File: src/design/gcdm_pkg.sv
// ----------------------------------------------------------------------------
// gcdm_pkg
// Shared constants for the chessboard distance maximum block: default grid
// limits, configuration register indexes and result encodings.
// ----------------------------------------------------------------------------
package gcdm_pkg;

    // default grid limits
    localparam int MAX_ROWS_DEF = 64;
    localparam int MAX_COLS_DEF = 64;

    // distance width for the default limits (values 0..63, all ones = unreached)
    localparam int DIST_W_DEF = 7;

    // configuration port
    localparam int CFG_IDX_W  = 2;
    localparam int CFG_DATA_W = 7;
    localparam logic [CFG_IDX_W-1:0] CFG_GRID_ROWS = 2'd0;
    localparam logic [CFG_IDX_W-1:0] CFG_GRID_COLS = 2'd1;

    // register reset value
    localparam int DIM_RESET = 64;

    // result encoding
    localparam int OUT_W = 7;
    localparam logic [OUT_W-1:0] OUT_NONE = 7'h7F;
    localparam int OUT_CAP = 63;

endpackage

File: src/design/gcdm_cell.sv
// ----------------------------------------------------------------------------
// gcdm_cell
// One cell of the row line: holds one distance and either takes its upper
// neighbor's value or, at the entry point of the line, the fresh distance.
// ----------------------------------------------------------------------------
module gcdm_cell #(
    parameter int DW = gcdm_pkg::DIST_W_DEF
) (
    input  logic          clk,
    input  logic          shift_en,
    input  logic          inject,
    input  logic [DW-1:0] din,
    input  logic [DW-1:0] nbr,
    output logic [DW-1:0] q
);

    logic [DW-1:0] q_reg;
    logic [DW-1:0] q_next;

    // take the fresh value at the entry point, else advance from the neighbor
    assign q_next = inject ? din : nbr;

    always_ff @(posedge clk)
    begin
        if (shift_en)
        begin
            q_reg <= q_next;
        end
    end

    assign q = q_reg;

endmodule

File: config.mk
export PLATFORM = sky130hd
export DESIGN_NAME = gcdm_cell
export DESIGN_NICKNAME = d
export VERILOG_FILES = /design/src/design/gcdm_pkg.sv /design/src/design/gcdm_cell.sv
export SDC_FILE = /design/constraint.sdc
export NUM_CORES = 1
export LEC_CHECK = 0
export CAP_MARGIN = 10
export CORE_AREA = 3 3 40 42
export DETAILED_ROUTE_END_ITERATION = 16
export DIE_AREA = 0 0 43 45
export DONT_BUFFER_PORTS = 1
export PLACE_DENSITY = 0.48
export SETUP_SLACK_MARGIN = 0.4
export SYNTH_ARGS = -nofsm -noshare
export SYNTH_HDL_FRONTEND = slang
export SYNTH_SLANG_ARGS = --single-unit
File: constraint.sdc
create_clock -name clk -period 0.95 [get_ports clk]
set_clock_uncertainty 0.05 [all_clocks]
set_input_delay 0.0475 -clock clk [delete_from_list [all_inputs] [get_ports clk]]
set_output_delay 0.0475 -clock clk [all_outputs]
set_load 0.02 [all_outputs]
==> flow_metrics.env <==
export IMPL_status="complete, but fails checks"
export IMPL_violations="hold timing"
export IMPL_hp_class="in -> reg"
export IMPL_hold_viol_final=14
export IMPL_largest_reg_flops=7
export IMPL_gp_congestion=0.5812
export IMPL_synth_edf_count=7
export IMPL_synthTopCellsByArea="edfxtp_1, mux2_4, buf_6"
export IMPL_cts_root_buf="clkbuf_4"
export IMPL_worstSetupStartpointType="register"
export IMPL_clkTransAtPathRegs_ns=0.05
export IMPL_grt_pass1_wl_um=752
export IMPL_dieWidth_um=43
export IMPL_critPathRequiredTime_ns=0.85
export IMPL_rows=13
export IMPL_synth_main_ff_cell="edfxtp_1"
export IMPL_antenna_found_initial=0
export IMPL_cts_setup_buffers=0
export IMPL_drt_iter0_drc=0
export IMPL_vias=143
export IMPL_fmax_mhz=1220
export IMPL_synth_cells=15
export IMPL_synth_top_area_share=0.6437
export IMPL_pwr_share_clk=0.356
export IMPL_arrival_ns=0.72
export IMPL_synthTopCellsByCount="edfxtp_1, mux2_4, buf_6"
export IMPL_power_leakage_nw=0.1410
export IMPL_max_vdd_ir_drop_v=0.0003299
export IMPL_viasPerCell=4.333
export IMPL_ant_nets=0
export IMPL_synth_distinct_cells=3
export IMPL_io_pins=24
export IMPL_area_growth_pct=10.35
export IMPL_synth_area_leader_cell="edfxtp_1"
export IMPL_synth_async_sr_flop_share=0
export IMPL_fin_crit_sh=0.8627
export IMPL_die_area_mm2=0.001935
export IMPL_hold_slack_ns=-0.1388
export IMPL_path_class="reg -> out"
export IMPL_yosysSeqAreaShare=0.6437
export IMPL_final_nets=36
export IMPL_routed_wl_um=519
export IMPL_max_slew_margin=0.8585
export IMPL_rsz0062_at_grt="true"
export IMPL_detail_route_wl_per_cell_um=15.73
export IMPL_critPathCapture="q[5]"
export IMPL_worstSetupPathDepth=0
export IMPL_seqPwrFrac=0.588
export IMPL_internal_power_mw=0.5722
export IMPL_die_h_um=45
export IMPL_htreeDepth=1
export IMPL_min_period_ns=0.8196
export IMPL_syn_area_um2=326.6
export IMPL_syn_num_nets=32
export IMPL_layout_drive_gt1_share=0.5556
export IMPL_io_buffers=0
export IMPL_gr_total_overflow=0
export IMPL_coreArea_mm2=0.001285
export IMPL_cts_max_path_buffers=2
export IMPL_pwr_share_comb=0.056
export IMPL_p_sw_mw=0.1472
export IMPL_finalSetupViolCount=0
export IMPL_startpoint="q[5]$_DFFE_PP_"
export IMPL_tightest_slew_ns=0.2126
export IMPL_cts_tree="built"
export IMPL_tns_ns=0
export IMPL_clock_sinks=7
export IMPL_initial_core_util=0.2541
export IMPL_num_fill_cells=132
export IMPL_drc=0
export IMPL_switching_share=0.2046
export IMPL_path_max_fanout=1
export IMPL_power_density_mw_per_mm2=1996
export IMPL_cts_buffers=3
export IMPL_drv_cap=0
export IMPL_slew_violations=0
export IMPL_drtPass1Iterations=1
export IMPL_cp_end_kind="primary output"
export IMPL_diodes=0
export IMPL_grt_max_degree=8
export IMPL_final_util=0.2804
export IMPL_grt_pass1_vias=178
export IMPL_yosys_register_bits=7
export IMPL_yosysWarnings=0
export IMPL_avgSynthCellArea_um2=21.77
export IMPL_grt_use_total=0.05892
-- power groups by stage --
stage               clock (mW)  sequential, mW  combinational, mW
CTS                      0.265           0.424             0.0413
finish                   0.256           0.423             0.0405
global placement             0           0.429             0.0410
floorplan                    0           0.425             0.0528
detailed placement           0           0.430             0.0413
global route             0.283           0.427             0.0434
-- routing by layer --
| metal | GRT usage | routed length (µm) | vias up |
|---|---|---|---|
| li1 | - | - | 63 |
| met1 | 0.02985 | 119 | 68 |
| met2 | 0.1018 | 332 | 10 |
| met3 | 0.02390 | 52 | 2 |
| met4 | 0.1084 | 14 | 0 |
| met5 | 0 | 0 | - |
-- layout make-up --
cell class | count | area, µm² | share of cell area
clock buffer | 4 | 26.28 | 0.07292
multi-input combinational | 7 | 105.1 | 0.2917
sequential | 7 | 210.2 | 0.5833
tap | 15 | 18.77 | 0.05208
-- logic make-up after synthesis --
group                  Yosys count  synth area share
buffers and inverters            1           0.03448
flip-flops                       7            0.6437
multiplexers                     7            0.3218
-- how the worst min path moves through the flow --
stage | depth (start not counted) | from | endpoint | slack, ns
2_1_floorplan | 0 | shift_en | q[0]$_DFFE_PP_ | 0.11
4_1_cts | 0 | shift_en | q[5]$_DFFE_PP_ | -0.15
5_1_grt | 0 | shift_en | q[2]$_DFFE_PP_ | -0.15
6_report | 0 | shift_en | q[6]$_DFFE_PP_ | -0.14
3_5_place_dp | 0 | shift_en | q[6]$_DFFE_PP_ | 0.11
3_3_place_gp | 0 | shift_en | q[6]$_DFFE_PP_ | 0.11
-- timing repair --
action / 4_1_cts / 5_1_grt
resized for setup: 0 / 0
setup endpoints to repair: 7 / 7
gates cloned: 0 / 0
hold endpoints to repair: 14 / 14
-- per-stage QoR --
step                power (mW)  area (µm²)  worst slack, ns  cells
detailed placement      0.4712       334.1           0.3142     29
floorplan               0.4777       335.3           0.1975     15
finish                  0.7193       360.3           0.1304     33
global placement        0.4700       334.1           0.3152     29
global route            0.7532       360.3          0.09900     33
CTS                     0.7302       360.3           0.1167     33
-- placed cells by master (no fill, tap or decap), drive strengths merged --
| cell | instances |
|---|---|
| clkbuf | 4 |
| edfxtp | 7 |
| mux2 | 7 |
Note: power is estimated with default switching activity, not from simulation.
